$ cat config.mk
export PLATFORM = sky130hd
export DESIGN_NAME = pedal_control_input_qualifier_unit_flat
export DESIGN_NICKNAME = d
export VERILOG_FILES = /design/src/rtl/core/pciq_pkg.sv /design/src/rtl/core/pciq_ifs.sv /design/src/rtl/core/pciq_div.sv /design/src/rtl/core/pciq_datapath.sv /design/src/rtl/core/pciq_ctrl.sv /design/src/rtl/core/pedal_control_input_qualifier_unit.sv /design/src/flat_wrapper.sv
export SDC_FILE = /design/constraint.sdc
export NUM_CORES = 1
export LEC_CHECK = 0
export BUFFER_PORTS_ARGS = -buffer_cell sky130_fd_sc_hd__buf_2
export CORE_ASPECT_RATIO = 2
export CORE_MARGIN = 2
export CORE_UTILIZATION = 59
export CTS_BUF_LIST = sky130_fd_sc_hd__clkbuf_2 sky130_fd_sc_hd__clkbuf_4 sky130_fd_sc_hd__clkbuf_8
export CTS_CLUSTER_DIAMETER = 60
export DETAILED_ROUTE_END_ITERATION = 10
export GPL_ROUTABILITY_DRIVEN = 0
export GPL_TIMING_DRIVEN = 0
export PLACE_DENSITY_LB_ADDON = 0.12
export SYNTH_ARGS = -nofsm -noshare
export SYNTH_HDL_FRONTEND = slang
export SYNTH_HIERARCHICAL = 1
export SYNTH_SLANG_ARGS = --single-unit
$ cat constraint.sdc
create_clock -name clock -period 8.95 [get_ports clock]
set_input_delay 2.2375 -clock clock [delete_from_list [all_inputs] [get_ports clock]]
set_output_delay 2.2375 -clock clock [all_outputs]
set_load 0.01 [all_outputs]
$ cat src/rtl/core/pciq_pkg.sv
`timescale 1ns / 1ps
// ----------------------------------------------------------------------------
// pciq_pkg
// Shared constants, codes and controller/datapath types for the pedal
// control input qualifier.
// ----------------------------------------------------------------------------
package pciq_pkg;

   localparam int SAMPLE_BITS_DEF  = 12;
   localparam int WARMUP_TICKS_DEF = 200;

   localparam int VALUE_BITS     = 16;
   localparam int LEVEL_BITS     = 13;
   localparam int MODE_BITS      = 3;
   localparam int PHASE_BITS     = 3;
   localparam int STABLE_BITS    = 4;
   localparam int WARM_BITS      = 8;
   localparam int LED_BITS       = 2;
   localparam int CSR_INDEX_BITS = 3;
   localparam int CSR_DATA_BITS  = 16;

   // Operating modes
   localparam logic [MODE_BITS-1:0] MODE_OFF    = 3'd0;
   localparam logic [MODE_BITS-1:0] MODE_POT    = 3'd1;
   localparam logic [MODE_BITS-1:0] MODE_SEL    = 3'd2;
   localparam logic [MODE_BITS-1:0] MODE_TOGGLE = 3'd3;
   localparam logic [MODE_BITS-1:0] MODE_MOM    = 3'd4;
   localparam logic [MODE_BITS-1:0] MODE_TAP    = 3'd5;

   // Register indexes
   localparam logic [CSR_INDEX_BITS-1:0] CSR_MODE      = 3'd0;
   localparam logic [CSR_INDEX_BITS-1:0] CSR_LEVELS    = 3'd1;
   localparam logic [CSR_INDEX_BITS-1:0] CSR_INVERTED  = 3'd2;
   localparam logic [CSR_INDEX_BITS-1:0] CSR_TEMPO_MIN = 3'd3;
   localparam logic [CSR_INDEX_BITS-1:0] CSR_TEMPO_MAX = 3'd4;

   // LED commands
   localparam logic [LED_BITS-1:0] LED_NONE  = 2'd0;
   localparam logic [LED_BITS-1:0] LED_ON    = 2'd1;
   localparam logic [LED_BITS-1:0] LED_BLINK = 2'd2;

   // Button and tap phases
   localparam logic [PHASE_BITS-1:0] PH_IDLE    = 3'd0;
   localparam logic [PHASE_BITS-1:0] PH_DOWN    = 3'd1;
   localparam logic [PHASE_BITS-1:0] PH_HELD    = 3'd2;
   localparam logic [PHASE_BITS-1:0] PH_ARMED   = 3'd3;
   localparam logic [PHASE_BITS-1:0] PH_SETTLE  = 3'd4;

   localparam logic [STABLE_BITS-1:0] STABLE_BUTTON = 4'd2;
   localparam logic [STABLE_BITS-1:0] STABLE_TAP    = 4'd10;
   localparam logic [VALUE_BITS-1:0]  BLINK_ON      = 16'd10;

   typedef struct packed {
      logic load_sample;
      logic start_inc;
      logic latch_inc;
      logic start_pos;
      logic update;
   } pciq_cmd_type;

   typedef struct packed {
      logic need_div;
      logic inc_valid;
      logic div_done;
      logic rsp_busy;
   } pciq_status_type;

   function automatic logic [VALUE_BITS-1:0] off_time(input logic [VALUE_BITS-1:0] interval);
      return (interval > BLINK_ON) ? interval - BLINK_ON : '0;
   endfunction

endpackage

$ cat src/rtl/core/pciq_ifs.sv
`timescale 1ns / 1ps
// ----------------------------------------------------------------------------
// pciq channel interfaces
// Sample request, result and register write channels, valid/ready handshake.
// ----------------------------------------------------------------------------
interface pciq_req_if #(parameter int SAMPLE_BITS = 12);
   logic                   valid;
   logic                   ready;
   logic [SAMPLE_BITS-1:0] sample;

   modport source (output valid, output sample, input ready);
   modport sink   (input valid, input sample, output ready);
endinterface

interface pciq_rsp_if;
   logic        valid;
   logic        ready;
   logic [15:0] value;
   logic        changed;
   logic        unsaved_changes;
   logic [1:0]  led_action;
   logic [15:0] led_off_time;

   modport source (output valid, output value, output changed, output unsaved_changes,
                   output led_action, output led_off_time, input ready);
   modport sink   (input valid, input value, input changed, input unsaved_changes,
                   input led_action, input led_off_time, output ready);
endinterface

interface pciq_csr_if;
   logic        valid;
   logic        ready;
   logic [2:0]  index;
   logic [15:0] data;

   modport source (output valid, output index, output data, input ready);
   modport sink   (input valid, input index, input data, output ready);
endinterface

$ cat src/rtl/core/pciq_div.sv
`timescale 1ns / 1ps
// ----------------------------------------------------------------------------
// pciq_div
// Restoring divider, one quotient bit per cycle. done is high in the cycle of
// the last step; quotient and remainder are valid from the next cycle on.
// ----------------------------------------------------------------------------
module pciq_div #(
   parameter int WIDTH = 13
) (
   input  logic             clock,
   input  logic             reset,
   input  logic             start,
   input  logic [WIDTH-1:0] dividend,
   input  logic [WIDTH-1:0] divisor,
   output logic             done,
   output logic [WIDTH-1:0] quotient,
   output logic [WIDTH-1:0] remainder
);

   localparam int CW = (WIDTH > 1) ? $clog2(WIDTH) : 1;

   logic          busy_ff, busy_in;
   logic [CW-1:0] cnt_ff, cnt_in;
   logic [WIDTH-1:0] num_ff, num_in;
   logic [WIDTH-1:0] rem_ff, rem_in;
   logic [WIDTH-1:0] den_ff, den_in;
   logic [WIDTH:0]   trial;
   logic             fits;
   logic             last;

   assign trial = {rem_ff, num_ff[WIDTH-1]};
   assign fits  = trial >= {1'b0, den_ff};
   assign last  = cnt_ff == CW'(WIDTH - 1);
   assign done  = busy_ff && last;

   always_comb begin
      busy_in = busy_ff;
      cnt_in  = cnt_ff;
      num_in  = num_ff;
      rem_in  = rem_ff;
      den_in  = den_ff;
      if (start) begin
         busy_in = 1'b1;
         cnt_in  = '0;
         num_in  = dividend;
         rem_in  = '0;
         den_in  = divisor;
      end else if (busy_ff) begin
         num_in = {num_ff[WIDTH-2:0], fits};
         rem_in = fits ? WIDTH'(trial - {1'b0, den_ff}) : trial[WIDTH-1:0];
         cnt_in = cnt_ff + 1'b1;
         if (last) begin
            busy_in = 1'b0;
         end
      end
   end

   always_ff @(posedge clock) begin
      if (reset) begin
         busy_ff <= 1'b0;
         cnt_ff  <= '0;
      end else begin
         busy_ff <= busy_in;
         cnt_ff  <= cnt_in;
      end
      num_ff <= num_in;
      rem_ff <= rem_in;
      den_ff <= den_in;
   end

   assign quotient  = num_ff;
   assign remainder = rem_ff;

endmodule

$ cat src/rtl/core/pciq_datapath.sv
`timescale 1ns / 1ps
// ----------------------------------------------------------------------------
// pciq_datapath
// Registers, sample capture, quantizer divider and per-mode update logic.
// ----------------------------------------------------------------------------
module pciq_datapath import pciq_pkg::*; #(
   parameter int SAMPLE_BITS  = SAMPLE_BITS_DEF,
   parameter int WARMUP_TICKS = WARMUP_TICKS_DEF
) (
   input  logic                   clock,
   input  logic                   reset,
   input  logic [SAMPLE_BITS-1:0] req_sample,
   input  pciq_cmd_type           cmd,
   output pciq_status_type        status,
   pciq_csr_if.sink               csr_if,
   pciq_rsp_if.source             rsp_if
);

   localparam int DW   = SAMPLE_BITS + 1;
   localparam int CMPW = (DW > LEVEL_BITS) ? DW : LEVEL_BITS;
   localparam logic [WARM_BITS-1:0]   WARM_LIMIT = WARM_BITS'(WARMUP_TICKS);
   localparam logic [SAMPLE_BITS-1:0] HALF = SAMPLE_BITS'(1) << (SAMPLE_BITS - 1);

   // configuration
   logic [MODE_BITS-1:0]  mode_ff;
   logic [LEVEL_BITS-1:0] levels_ff;
   logic                  inverted_ff;
   logic [VALUE_BITS-1:0] tempo_min_ff;
   logic [VALUE_BITS-1:0] tempo_max_ff;

   // channel state
   logic [VALUE_BITS-1:0]  cv_ff, cv_in;
   logic [PHASE_BITS-1:0]  phase_ff, phase_in;
   logic [STABLE_BITS-1:0] stable_ff, stable_in;
   logic [VALUE_BITS-1:0]  tap_ff, tap_in;
   logic [WARM_BITS-1:0]   warm_ff, warm_in;
   logic                   unsaved_ff, unsaved_in;

   logic [SAMPLE_BITS-1:0] s_ff;
   logic [DW-1:0]          inc_ff;
   logic                   inc_valid_ff;

   // result register
   logic                  rsp_valid_ff;
   logic [VALUE_BITS-1:0] rsp_value_ff;
   logic                  rsp_changed_ff;
   logic                  rsp_unsaved_ff;
   logic [LED_BITS-1:0]   rsp_led_ff;
   logic [VALUE_BITS-1:0] rsp_off_ff;

   logic                  changed_in;
   logic [LED_BITS-1:0]   led_in;
   logic [VALUE_BITS-1:0] off_in;

   // quantizer
   logic [CMPW-1:0] lc_ext, span_ext;
   logic [DW-1:0]   lc_eff;
   logic            div_start, div_done;
   logic [DW-1:0]   div_dividend, div_divisor, div_quot, div_rem;
   logic [DW-1:0]   pos;
   logic [VALUE_BITS-1:0] pos16;
   logic [DW-1:0]   quarter;
   logic            press, release_s;
   logic            csr_write;

   assign csr_if.ready = 1'b1;
   assign csr_write    = csr_if.valid;

   assign lc_ext   = CMPW'(levels_ff);
   assign span_ext = CMPW'(1) << SAMPLE_BITS;
   assign lc_eff   = (lc_ext == '0) ? DW'(1) :
                     (lc_ext > span_ext) ? DW'(span_ext) : DW'(lc_ext);

   assign div_start    = cmd.start_inc | cmd.start_pos;
   assign div_dividend = cmd.start_inc ? DW'(span_ext) : DW'(s_ff);
   assign div_divisor  = cmd.start_inc ? lc_eff : inc_ff;

   pciq_div #(.WIDTH(DW)) u_div (
      .clock     (clock),
      .reset     (reset),
      .start     (div_start),
      .dividend  (div_dividend),
      .divisor   (div_divisor),
      .done      (div_done),
      .quotient  (div_quot),
      .remainder (div_rem)
   );

   assign pos     = (div_quot >= lc_eff) ? lc_eff - 1'b1 : div_quot;
   assign pos16   = VALUE_BITS'(pos);
   assign quarter = inc_ff >> 2;

   assign press     = s_ff < HALF;
   assign release_s = s_ff > HALF;

   assign status.need_div  = (mode_ff == MODE_POT) || (mode_ff == MODE_SEL);
   assign status.inc_valid = inc_valid_ff;
   assign status.div_done  = div_done;
   assign status.rsp_busy  = rsp_valid_ff && !rsp_if.ready;

   always_comb begin
      logic [STABLE_BITS-1:0] bumped;
      logic [VALUE_BITS:0]    tap_next;
      logic [VALUE_BITS-1:0]  tap_new;
      logic [VALUE_BITS-1:0]  tap_clamped;
      logic [VALUE_BITS-1:0]  level;

      bumped      = (stable_ff == '1) ? stable_ff : stable_ff + 1'b1;
      tap_next    = {1'b0, tap_ff} + (VALUE_BITS + 1)'(1);
      tap_new     = tap_next[VALUE_BITS-1:0];
      tap_clamped = (tap_new < tempo_min_ff) ? tempo_min_ff : tap_new;
      level       = VALUE_BITS'(press);

      cv_in      = cv_ff;
      phase_in   = phase_ff;
      stable_in  = stable_ff;
      tap_in     = tap_ff;
      unsaved_in = unsaved_ff;
      changed_in = 1'b0;
      led_in     = LED_NONE;
      off_in     = '0;
      warm_in    = (warm_ff < WARM_LIMIT) ? warm_ff + 1'b1 : warm_ff;

      if (warm_in >= WARM_LIMIT) begin
         case (mode_ff)
            MODE_POT: begin
               if ((pos16 > cv_ff && (pos16 - cv_ff > 16'd1 || div_rem > quarter)) ||
                   (pos16 < cv_ff && (cv_ff - pos16 > 16'd1 || div_rem < inc_ff - quarter))) begin
                  cv_in      = pos16;
                  changed_in = 1'b1;
               end
            end
            MODE_SEL: begin
               if (pos16 != cv_ff) begin
                  cv_in      = pos16;
                  changed_in = 1'b1;
               end
            end
            MODE_TOGGLE: begin
               case (phase_ff)
                  PH_IDLE: begin
                     if (press) begin
                        phase_in  = PH_DOWN;
                        stable_in = '0;
                     end
                  end
                  PH_DOWN: begin
                     if (press) begin
                        stable_in = bumped;
                        if (bumped > STABLE_BUTTON) begin
                           cv_in      = (cv_ff == '0) ? VALUE_BITS'(1) : '0;
                           changed_in = 1'b1;
                           unsaved_in = 1'b1;
                           phase_in   = PH_HELD;
                        end
                     end else begin
                        phase_in = PH_IDLE;
                     end
                  end
                  PH_HELD: begin
                     if (release_s) begin
                        phase_in  = PH_ARMED;
                        stable_in = '0;
                     end
                  end
                  PH_ARMED: begin
                     if (release_s) begin
                        stable_in = bumped;
                        if (bumped > STABLE_BUTTON) begin
                           phase_in = PH_IDLE;
                        end
                     end else begin
                        phase_in = PH_HELD;
                     end
                  end
                  default: begin
                     phase_in = PH_IDLE;
                  end
               endcase
            end
            MODE_MOM: begin
               if (cv_ff == level) begin
                  stable_in = '0;
               end else begin
                  stable_in = bumped;
                  if (bumped > STABLE_BUTTON) begin
                     cv_in      = level;
                     changed_in = 1'b1;
                  end
               end
            end
            MODE_TAP: begin
               case (phase_ff)
                  PH_IDLE: begin
                     if (press) begin
                        phase_in = PH_DOWN;
                        tap_in   = '0;
                        led_in   = LED_ON;
                     end
                  end
                  PH_DOWN, PH_HELD, PH_ARMED: begin
                     if (tap_next > {1'b0, tempo_max_ff}) begin
                        // measurement expired: blink the held tempo
                        led_in   = LED_BLINK;
                        off_in   = off_time(cv_ff);
                        phase_in = PH_IDLE;
                     end else begin
                        tap_in = tap_new;
                        case (phase_ff)
                           PH_DOWN: begin
                              if (release_s) begin
                                 phase_in  = PH_HELD;
                                 stable_in = '0;
                              end
                           end
                           PH_HELD: begin
                              if (release_s) begin
                                 stable_in = bumped;
                                 if (bumped > STABLE_TAP) begin
                                    phase_in = PH_ARMED;
                                 end
                              end else begin
                                 stable_in = '0;
                              end
                           end
                           default: begin
                              if (press) begin
                                 tap_in     = tap_clamped;
                                 led_in     = LED_BLINK;
                                 off_in     = off_time(tap_clamped);
                                 cv_in      = tap_clamped;
                                 changed_in = 1'b1;
                                 stable_in  = '0;
                                 phase_in   = PH_SETTLE;
                              end
                           end
                        endcase
                     end
                  end
                  PH_SETTLE: begin
                     if (release_s) begin
                        stable_in = bumped;
                        if (bumped > STABLE_TAP) begin
                           phase_in = PH_IDLE;
                        end
                     end else begin
                        stable_in = '0;
                     end
                  end
                  default: begin
                     phase_in = PH_IDLE;
                  end
               endcase
            end
            default: begin
            end
         endcase
      end
   end

   always_ff @(posedge clock) begin
      if (reset) begin
         mode_ff      <= MODE_OFF;
         levels_ff    <= LEVEL_BITS'(1);
         inverted_ff  <= 1'b0;
         tempo_min_ff <= '0;
         tempo_max_ff <= '1;
         inc_valid_ff <= 1'b0;
         cv_ff        <= '0;
         phase_ff     <= PH_IDLE;
         stable_ff    <= '0;
         tap_ff       <= '0;
         warm_ff      <= '0;
         unsaved_ff   <= 1'b0;
         rsp_valid_ff <= 1'b0;
      end else begin
         if (csr_write) begin
            case (csr_if.index)
               CSR_MODE:      mode_ff      <= csr_if.data[MODE_BITS-1:0];
               CSR_LEVELS:    levels_ff    <= csr_if.data[LEVEL_BITS-1:0];
               CSR_INVERTED:  inverted_ff  <= csr_if.data[0];
               CSR_TEMPO_MIN: tempo_min_ff <= csr_if.data;
               CSR_TEMPO_MAX: tempo_max_ff <= csr_if.data;
               default: begin
               end
            endcase
         end
         // step width follows level_count; recompute after a write
         if (csr_write && csr_if.index == CSR_LEVELS) begin
            inc_valid_ff <= 1'b0;
         end else if (cmd.latch_inc) begin
            inc_valid_ff <= 1'b1;
         end
         if (cmd.update) begin
            cv_ff      <= cv_in;
            phase_ff   <= phase_in;
            stable_ff  <= stable_in;
            tap_ff     <= tap_in;
            warm_ff    <= warm_in;
            unsaved_ff <= unsaved_in;
         end
         if (cmd.update) begin
            rsp_valid_ff <= 1'b1;
         end else if (rsp_if.ready) begin
            rsp_valid_ff <= 1'b0;
         end
      end
      if (cmd.load_sample) begin
         s_ff <= inverted_ff ? ~req_sample : req_sample;
      end
      if (cmd.latch_inc) begin
         inc_ff <= div_quot;
      end
      if (cmd.update) begin
         rsp_value_ff   <= cv_in;
         rsp_changed_ff <= changed_in;
         rsp_unsaved_ff <= unsaved_in;
         rsp_led_ff     <= led_in;
         rsp_off_ff     <= off_in;
      end
   end

   assign rsp_if.valid           = rsp_valid_ff;
   assign rsp_if.value           = rsp_value_ff;
   assign rsp_if.changed         = rsp_changed_ff;
   assign rsp_if.unsaved_changes = rsp_unsaved_ff;
   assign rsp_if.led_action      = rsp_led_ff;
   assign rsp_if.led_off_time    = rsp_off_ff;

   a_off_only_on_blink: assert property (@(posedge clock) disable iff (reset)
      rsp_valid_ff && rsp_led_ff != LED_BLINK |-> rsp_off_ff == '0)
      else $error("led_off_time set without a blink command");

   a_unsaved_sticky: assert property (@(posedge clock) disable iff (reset)
      unsaved_ff |=> unsaved_ff)
      else $error("unsaved flag cleared without reset");

   a_pos_div_has_step: assert property (@(posedge clock) disable iff (reset)
      cmd.start_pos |-> inc_valid_ff)
      else $error("level division started without a valid step width");

endmodule

$ cat src/rtl/core/pciq_ctrl.sv
`timescale 1ns / 1ps
// ----------------------------------------------------------------------------
// pciq_ctrl
// Sequencer: accepts a sample, runs the level division (the step-width one
// first if stale) when the mode quantizes, then updates the result register.
// ----------------------------------------------------------------------------
module pciq_ctrl import pciq_pkg::*; (
   input  logic            clock,
   input  logic            reset,
   input  logic            req_valid,
   output logic            req_ready,
   input  pciq_status_type status,
   output pciq_cmd_type    cmd
);

   localparam logic [2:0] S_IDLE      = 3'd0;
   localparam logic [2:0] S_DISPATCH  = 3'd1;
   localparam logic [2:0] S_INC_DIV   = 3'd2;
   localparam logic [2:0] S_INC_LATCH = 3'd3;
   localparam logic [2:0] S_POS_DIV   = 3'd4;
   localparam logic [2:0] S_UPDATE    = 3'd5;

   logic [2:0] state_ff, state_in;

   assign req_ready = state_ff == S_IDLE;

   always_comb begin
      state_in = state_ff;
      cmd      = '0;
      case (state_ff)
         S_IDLE: begin
            if (req_valid) begin
               cmd.load_sample = 1'b1;
               state_in        = S_DISPATCH;
            end
         end
         S_DISPATCH: begin
            if (!status.need_div) begin
               state_in = S_UPDATE;
            end else if (status.inc_valid) begin
               cmd.start_pos = 1'b1;
               state_in      = S_POS_DIV;
            end else begin
               cmd.start_inc = 1'b1;
               state_in      = S_INC_DIV;
            end
         end
         S_INC_DIV: begin
            if (status.div_done) begin
               state_in = S_INC_LATCH;
            end
         end
         S_INC_LATCH: begin
            cmd.latch_inc = 1'b1;
            state_in      = S_DISPATCH;
         end
         S_POS_DIV: begin
            if (status.div_done) begin
               state_in = S_UPDATE;
            end
         end
         S_UPDATE: begin
            // hold while the previous transaction still waits at the output
            if (!status.rsp_busy) begin
               cmd.update = 1'b1;
               state_in   = S_IDLE;
            end
         end
         default: begin
            state_in = S_IDLE;
         end
      endcase
   end

   always_ff @(posedge clock) begin
      if (reset) begin
         state_ff <= S_IDLE;
      end else begin
         state_ff <= state_in;
      end
   end

endmodule

$ cat src/rtl/core/pedal_control_input_qualifier_unit.sv
`timescale 1ns / 1ps
// ----------------------------------------------------------------------------
// pedal_control_input_qualifier_unit
// Qualifies one control channel per sample tick: pot/selector quantizing,
// debounced toggle and momentary buttons, and tap tempo with LED commands.
// ----------------------------------------------------------------------------
// One sample at a time. In pot and selector modes a sample passes through
// accept, dispatch, SAMPLE_BITS+1 steps of the shared restoring divider
// that finds the level, and the update into the result register. The
// first such sample after reset or after a level_count write runs the
// divider once more beforehand to find and latch the step width. Button,
// tap and disabled modes pass through accept, dispatch and update. A
// result may wait at the output while the next sample is accepted; the
// update of that sample then holds until the result is taken.
// Register writes complete in the cycle they are presented.
module pedal_control_input_qualifier_unit import pciq_pkg::*; #(
   parameter int SAMPLE_BITS  = SAMPLE_BITS_DEF,
   parameter int WARMUP_TICKS = WARMUP_TICKS_DEF
) (
   input  logic       clock,
   input  logic       reset,
   pciq_req_if.sink   req_if,
   pciq_rsp_if.source rsp_if,
   pciq_csr_if.sink   csr_if
);

   pciq_cmd_type    cmd;
   pciq_status_type status;

   pciq_ctrl u_ctrl (
      .clock     (clock),
      .reset     (reset),
      .req_valid (req_if.valid),
      .req_ready (req_if.ready),
      .status    (status),
      .cmd       (cmd)
   );

   pciq_datapath #(
      .SAMPLE_BITS  (SAMPLE_BITS),
      .WARMUP_TICKS (WARMUP_TICKS)
   ) u_datapath (
      .clock      (clock),
      .reset      (reset),
      .req_sample (req_if.sample),
      .cmd        (cmd),
      .status     (status),
      .csr_if     (csr_if),
      .rsp_if     (rsp_if)
   );

endmodule
$ cat src/flat_wrapper.sv
// flat-port wrapper written by rule: the top's interface ports become plain ports
module pedal_control_input_qualifier_unit_flat import pciq_pkg::*;
#(
   parameter int SAMPLE_BITS  = SAMPLE_BITS_DEF,
   parameter int WARMUP_TICKS = WARMUP_TICKS_DEF
)
  (clock, reset, req_if_valid, req_if_sample, req_if_ready, rsp_if_valid, rsp_if_value, rsp_if_changed, rsp_if_unsaved_changes, rsp_if_led_action, rsp_if_led_off_time, rsp_if_ready, csr_if_valid, csr_if_index, csr_if_data, csr_if_ready);
  pciq_req_if #(.SAMPLE_BITS(SAMPLE_BITS)) req_if_i ();
  pciq_rsp_if rsp_if_i ();
  pciq_csr_if csr_if_i ();
  input  logic clock;
  input  logic reset;
  input wire logic [$bits(req_if_i.valid)-1:0] req_if_valid;
  input wire logic [$bits(req_if_i.sample)-1:0] req_if_sample;
  output wire logic [$bits(req_if_i.ready)-1:0] req_if_ready;
  output wire logic [$bits(rsp_if_i.valid)-1:0] rsp_if_valid;
  output wire logic [$bits(rsp_if_i.value)-1:0] rsp_if_value;
  output wire logic [$bits(rsp_if_i.changed)-1:0] rsp_if_changed;
  output wire logic [$bits(rsp_if_i.unsaved_changes)-1:0] rsp_if_unsaved_changes;
  output wire logic [$bits(rsp_if_i.led_action)-1:0] rsp_if_led_action;
  output wire logic [$bits(rsp_if_i.led_off_time)-1:0] rsp_if_led_off_time;
  input wire logic [$bits(rsp_if_i.ready)-1:0] rsp_if_ready;
  input wire logic [$bits(csr_if_i.valid)-1:0] csr_if_valid;
  input wire logic [$bits(csr_if_i.index)-1:0] csr_if_index;
  input wire logic [$bits(csr_if_i.data)-1:0] csr_if_data;
  output wire logic [$bits(csr_if_i.ready)-1:0] csr_if_ready;
  assign req_if_i.valid = req_if_valid;
  assign req_if_i.sample = req_if_sample;
  assign req_if_ready = req_if_i.ready;
  assign rsp_if_valid = rsp_if_i.valid;
  assign rsp_if_value = rsp_if_i.value;
  assign rsp_if_changed = rsp_if_i.changed;
  assign rsp_if_unsaved_changes = rsp_if_i.unsaved_changes;
  assign rsp_if_led_action = rsp_if_i.led_action;
  assign rsp_if_led_off_time = rsp_if_i.led_off_time;
  assign rsp_if_i.ready = rsp_if_ready;
  assign csr_if_i.valid = csr_if_valid;
  assign csr_if_i.index = csr_if_index;
  assign csr_if_i.data = csr_if_data;
  assign csr_if_ready = csr_if_i.ready;
  pedal_control_input_qualifier_unit #(.SAMPLE_BITS(SAMPLE_BITS), .WARMUP_TICKS(WARMUP_TICKS)) u_core (.clock(clock), .reset(reset), .req_if(req_if_i), .rsp_if(rsp_if_i), .csr_if(csr_if_i));
endmodule
==> run_results.csv, run 1 <==
group,metric,value,unit
status,outcome,"complete, no violations",
floorplan,rows,83,
power_and_ir_drop,p_leak,6.60,nW
global_routing,grt_use_met2,0.701,
cts,ctsResizeCount,0,
sta,min_period,8.36,ns
synth,synth_area,15300,um2
cells_and_area,n_antenna_cell,0,
global_routing,grt.busiest_layer,"met2",
global_routing,grt_pass1_wl,77900,um
cts,cts_tree,"yes",
cells_and_area,nets,2100,
sta,rsz0062_at_grt,"false",
floorplan,die_h,232,um
sta,fin_crit_sh,0.934,
detailed_routing,drtIter0Drc,1143,
worst_setup_path,cp-end-kind,"flop",
cts,cts.path.max_buffers,3,
synth,ys_seq_elements,207,
worst_setup_path,worstPathRequired,9.29,ns
worst_setup_path,critPathMaxFanout,10,
detailed_routing,avgViaCountPerCell,6.40,
global_routing,use_met3,0.0516,
floorplan,die-width,118,um
worst_setup_path,arrival,8.70,ns
sta,finClkSkew,0.0156,ns
worst_setup_path,slowest_stage,"mux2i_1",
cts,numCtsBuffers,31,
floorplan,io_pins,75,
worst_setup_path,slowest_delay,0.73,ns
worst_setup_path,worstSetupStartpointType,"flop",
sta,slew_violations,0,
synth,async_reset_ff_frac,0,
floorplan,dieArea,27400,um2
cells_and_area,area_delta_synth_final,10.1,%
synth,synth_fp_nets,1989,
flow_run,maxCapViolCount,0,
worst_setup_path,cp_top_family,"simple AND/OR/NAND/NOR gates",
cts,ctsHoldBuffers,0,
detailed_routing,totalWireLength,50700,um
global_routing,grt_util_met1,0.313,
synth,yosysSeqAreaShare,0.327,
cts,cts.sinks,207,
global_routing,gr-total-overflow,0,
synth,synthFlopType,"dfxtp_1",
synth,yosysUniqueCellTypes,99,
cts,cts-root-buf,"clkbuf_8",
place,pre_cts_slack,0.862,ns
cts,post_cts_buffers,0,
sta,setup-violations-final,0,
detailed_routing,wire_per_inst,22.1,um
sta,worst_slack,0.591,ns
cells_and_area,nFillCells,2316,
global_routing,antenna_found_initial,0,
sta,timing.fmax,0.120,GHz
sta,slew_headroom,0.189,
worst_hold_path,min_path_type,"reg -> reg",
detailed_routing,drt-pass1-iter-count,6,
cts,clk_pin_slew,0.06,ns
worst_setup_path,worst-setup-path-type,"reg -> reg",
sta,finalHoldWorstSlack,0.487,ns
cts,htreeDepth,1,
floorplan,start_util,0.597,
place,hpwl,40000,um
worst_setup_path,crit_buf_inv,5,
global_routing,grt_max_degree,17,
synth,avgSynthCellArea,8.41,um2
cts,clkLatencyLatePin,0.63,ns
power_and_ir_drop,ir_worst_vdd,125,uV
cells_and_area,seq_area,5010,um2
sta,final_hold_viol_count,0,
global_routing,track_usage,0.365,
sta,tightest_slew,1.21,ns
place,numPortBuffers,73,
detailed_routing,antenna_left,0,
global_routing,grt_pass1_vias,14951,
synth,synth_edf_count,87,
cells_and_area,drive_gt1_frac,0.114,
detailed_routing,dr_total_vias,14717,
floorplan,coreArea,25700,um2
synth,syn-instance-count,1823,
cells_and_area,multi_input_area,9380,um2
detailed_routing,drc,0,
power_and_ir_drop,p_per_area,162,nW/um2
synth,ys_warn_count,6,
[routing by layer]
layer / up-vias / routed length [um]
met5: - / 0
met4: 0 / 5570
met3: 323 / 2790
met2: 724 / 26600
met1: 6890 / 15800
li1: 6780 / -
[registers in the layout, indices dropped and copies added (netlist names), 12 cells and up]
register,cells
u_core/u_datapath/rsp_if.led_off_time,16
u_core/u_datapath/tempo_min_ff,16
u_core/u_datapath/u_div/quotient,13
u_core/u_datapath/u_div/den_ff,13
u_core/u_datapath/s_ff,12
u_core/u_datapath/inc_ff,13
u_core/u_datapath/tap_ff,16
u_core/u_datapath/lc_ext,13
u_core/u_datapath/rsp_if.value,16
u_core/u_datapath/tempo_max_ff,16
u_core/u_datapath/u_div/remainder,13
u_core/u_datapath/cv_ff,16
[worst min-delay path: cells and delay by family, from the launching register on]
| family | cells | cell delay [ns] |
|---|---|---|
| buffers and inverters | 1 | 0.06 |
| flip-flops | 1 | 0.34 |
| AO/OA/AOI/OAI | 1 | 0.05 |
[cells in the final DEF (no fill, tap or decap), types with 29 or more instances in the layout]
master and count:
a21oi_1 136, buf_2 84, clkbuf_1 63, clkbuf_8 38, dfxtp_1 120, edfxtp_1 87
ha_1 126, inv_1 135, mux2i_1 42, nand2_1 205, nand3_1 42, nor2_1 160
nor3_1 45, o211ai_1 29, o21ai_0 93, xnor2_1 46, xor2_1 48
[final timing paths]
kind                                                   start                                 to  slack [ns]  cells past startpoint
worst max-delay path             u_core/u_datapath/lc_ext[3]  u_core/u_datapath/rsp_if.value[5]        0.59                     28
worst min-delay path            u_core/u_datapath/warm_ff[7]       u_core/u_datapath/warm_ff[7]        0.49                      2
worst max register to register   u_core/u_datapath/lc_ext[3]  u_core/u_datapath/rsp_if.value[5]        0.59                     28
worst min register to register  u_core/u_datapath/warm_ff[7]       u_core/u_datapath/warm_ff[7]        0.49                      2
[logic make-up after synthesis]
group / count (synthesis) / synth area share
DFF: 207 / 0.327
adders and majority gates: 130 / 0.108
muxes: 68 / 0.0475
and+or+nand+nor: 618 / 0.191
other: 1 / 0.000245
buffers and inverters: 231 / 0.0619
AOI/OAI and AO/OA: 474 / 0.210
xor gates and xnor gates: 94 / 0.0537
[metrics by stage]
| stage | std cells | utilization | power (mW) | TNS [ns] | cell area [um2] |
|---|---|---|---|---|---|
| 6_report | 2299 | 0.658 | 2.73 | 0 | 16900 |
| 5_1_grt | 2299 | 0.658 | 2.85 | 0 | 16900 |
| 4_1_cts | 2299 | 0.657 | 2.72 | 0 | 16900 |
| 3_5_place_dp | 2241 | 0.631 | 1.87 | 0 | 16200 |
| 3_3_place_gp | 2236 | 0.628 | 1.85 | -32.72 | 16100 |
| 2_1_floorplan | 1823 | - | 1.65 | 0 | 15300 |
[where the power goes]
group	switching [mW]	internal [mW]	total, mW
Sequential	0.0625	1.03	1.10
Clock	0.393	0.460	0.852
Combinational	0.464	0.313	0.777
[cell usage after synthesis, types with 11 or more instances]
master | instances | area (um2)
nand2_1 | 205 | 769
nor2b_1 | 28 | 175
nand3_1 | 42 | 210
mux2_2 | 24 | 270
and3_1 | 14 | 87.6
buf_2 | 11 | 55.1
a21o_1 | 15 | 113
xnor2_1 | 46 | 403
a221o_1 | 26 | 260
o211ai_1 | 29 | 218
a31oi_1 | 14 | 87.6
clkbuf_1 | 63 | 236
edfxtp_1 | 87 | 2610
a22oi_1 | 27 | 203
dfxtp_1 | 120 | 2400
a211oi_1 | 17 | 128
nor4_1 | 17 | 106
xor2_1 | 48 | 420
nand4_1 | 26 | 163
ha_1 | 126 | 1580
nor2_1 | 160 | 601
nand2b_1 | 18 | 113
inv_1 | 135 | 507
nor3_1 | 45 | 225
o21ai_0 | 93 | 465
a21oi_1 | 136 | 681
mux2i_1 | 42 | 420
[cell type report]
class / count / area share
Multi-Input combinational cell: 1385 / 0.556
Clock buffer: 49 / 0.0359
Buffer: 93 / 0.0255
Sequential cell: 207 / 0.297
Tap cell: 340 / 0.0252
Clock inverter: 9 / 0.00445
Inverter: 138 / 0.0307
Timing Repair Buffer: 78 / 0.0250
(Power assumes the default switching activity.)
==> inputs of run 2 (changes only) <==
--- a/config.mk
+++ b/config.mk
@@ -8,7 +8,7 @@
 export BUFFER_PORTS_ARGS = -buffer_cell sky130_fd_sc_hd__buf_2
 export CORE_ASPECT_RATIO = 2
 export CORE_MARGIN = 2
-export CORE_UTILIZATION = 59
+export CORE_UTILIZATION = 40
 export CTS_BUF_LIST = sky130_fd_sc_hd__clkbuf_2 sky130_fd_sc_hd__clkbuf_4 sky130_fd_sc_hd__clkbuf_8
 export CTS_CLUSTER_DIAMETER = 60
 export DETAILED_ROUTE_END_ITERATION = 10
==> run 2 against run 1 <==
Against the previous run: global-route usage shrank 9.8 points; wire length grew 4.7%; clock power grew 7.0%; sequential power is essentially flat; die area grew 46%; first-iteration DRC count shrank 32%; worst setup slack lost 0.063 ns; final cell count grew 5.5%; combinational power shrank 1%; cell area grew 1.2%; fmax shrank 0.75%; largest power group unchanged.
==> run_results.csv, run 2 (synthesis gave the netlist of run 1 again) <==
group,metric,value,unit
place,placed_cell_area,16300,um2
power_and_ir_drop,pwr-share-comb,0.276,
power_and_ir_drop,seqPwrFrac,0.396,
cts,clkLatencyLatePin,0.57,ns
cells_and_area,final_cell_count_no_fill,2426,
sta,rsz0062_at_grt,"false",
power_and_ir_drop,power_switching,0.936,mW
worst_setup_path,slowest_delay,0.79,ns
power_and_ir_drop,p_int,1.84,mW
global_routing,grt_max_degree,15,
status,outcome,"complete, no violations",
worst_hold_path,min_path_type,"reg -> reg",
cells_and_area,finalInstanceArea,17100,um2
cts,ctsResizeCount,0,
cts,post_cts_buffers,0,
detailed_routing,drt-pass1-iter-count,5,
detailed_routing,totalWireLength,53100,um
floorplan,start_util,0.404,
sta,final_hold_viol_count,0,
place,numPortBuffers,73,
cts,cts_tree,"yes",
power_and_ir_drop,p_leak,6.62,nW
cells_and_area,drive_gt1_frac,0.114,
power_and_ir_drop,clkPwrFrac,0.328,
cts,ctsHoldBuffers,0,
cts,numCtsBuffers,34,
detailed_routing,drc,0,
place,dp_cells,2364,
cts,cts.path.max_buffers,3,
floorplan,io_pins,75,
cells_and_area,final_cell_mix,"205 x nand2_1, 160 x nor2_1, 136 x a21oi_1",
floorplan,die-width,142,um
power_and_ir_drop,p_per_area,163,nW/um2
sta,setup-violations-final,0,
sta,slew_headroom,0.177,
detailed_routing,wire_per_inst,21.9,um
cells_and_area,final_common_cell,"nand2_1",
detailed_routing,dr_total_vias,14063,
sta,finClkSkew,0.0363,ns
floorplan,dieArea,40000,um2
global_routing,grt_pass1_vias,14439,
power_and_ir_drop,p_sw_frac,0.337,
power_and_ir_drop,ir_worst_vdd,112,uV
sta,min_period,8.42,ns
cells_and_area,finish.utilization,0.450,
flow_run,maxCapViolCount,0,
cts,cts.sinks,207,
cells_and_area,nets,2103,
floorplan,rows,101,
cts,clk_pin_slew,0.07,ns
detailed_routing,avgViaCountPerCell,5.80,
worst_setup_path,worst-setup-path-type,"reg -> reg",
worst_setup_path,critPathMaxFanout,10,
worst_setup_path,worstPathRequired,9.21,ns
worst_setup_path,slowest_stage,"mux2i_1",
global_routing,track_usage,0.267,
cts,htreeDepth,2,
worst_setup_path,arrival,8.69,ns
worst_setup_path,worstSetupStartpointType,"flop",
detailed_routing,antenna_left,0,
detailed_routing,drtIter0Drc,777,
place,hpwl,43100,um
global_routing,antenna_found_initial,1,
floorplan,coreArea,37900,um2
worst_setup_path,cp-end-kind,"flop",
worst_setup_path,r2r_slack,0.53,ns
floorplan,die_h,281,um
sta,slew_violations,0,
cts,cts-root-buf,"clkbuf_8",
global_routing,gr-total-overflow,0,
cells_and_area,area_delta_synth_final,11.3,%
sta,timing.fmax,0.119,GHz
global_routing,grt_pass1_wl,80800,um
sta,tightest_slew,1.23,ns
sta,fin_crit_sh,0.941,
## run 2: routing by layer
layer / wire [um] / track usage
met5: 0 / 0
met1: 17400 / 0.239
met3: 1600 / 0.0261
met2: 29800 / 0.536
met4: 4300 / 0.193
## run 2: final timing paths
| check | start | end | depth (start not counted) |
|---|---|---|---|
| worst max-delay path | u_core/u_datapath/lc_ext[3] | u_core/u_datapath/rsp_if.value[2] | 28 |
| worst min-delay path | u_core/u_datapath/tempo_min_ff[12] | u_core/u_datapath/tempo_min_ff[12] | 2 |
| worst max register to register | u_core/u_datapath/lc_ext[3] | u_core/u_datapath/rsp_if.value[2] | 28 |
| worst min register to register | u_core/u_datapath/tempo_min_ff[12] | u_core/u_datapath/tempo_min_ff[12] | 2 |
## run 2: power groups by stage
stage	registers [mW]	logic (mW)	clock network (mW)
floorplan	1.10	0.553	0
global placement	1.12	0.749	0
detailed placement	1.12	0.760	0
CTS	1.10	0.766	0.941
global route	1.11	0.846	0.979
finish	1.10	0.767	0.912
## run 2: final cells by class
type	instances	area, um2
Sequential cell	207	5010
Multi-Input combinational cell	1385	9370
Clock buffer	48	604
Clock inverter	13	119
Buffer	93	430
Inverter	138	518
Antenna cell	1	2.50
Timing Repair Buffer	78	422
Tap cell	463	579
Fill cell	3839	20900
## run 2: worst max-delay path, delay by kind of cell (launching register included)
family          cells  cell delay, ns
compound gates      8            2.15
flops               1            0.30
xor+xnor            1            0.15
simple gates       11            2.80
buf+inv             5            1.33
mux                 1            0.79
fa+ha+maj           2            0.62
## run 2: metrics by stage
step                power, mW  TNS, ns  hold WS (ns)  worst slack (ns)
floorplan                1.65        0         0.445              2.17
CTS                      2.81        0         0.478             0.582
detailed placement       1.88        0         0.469             0.633
finish                   2.78        0         0.480             0.528
global placement         1.87   -71.19         0.464             -2.18
global route             2.94        0         0.510            0.0352
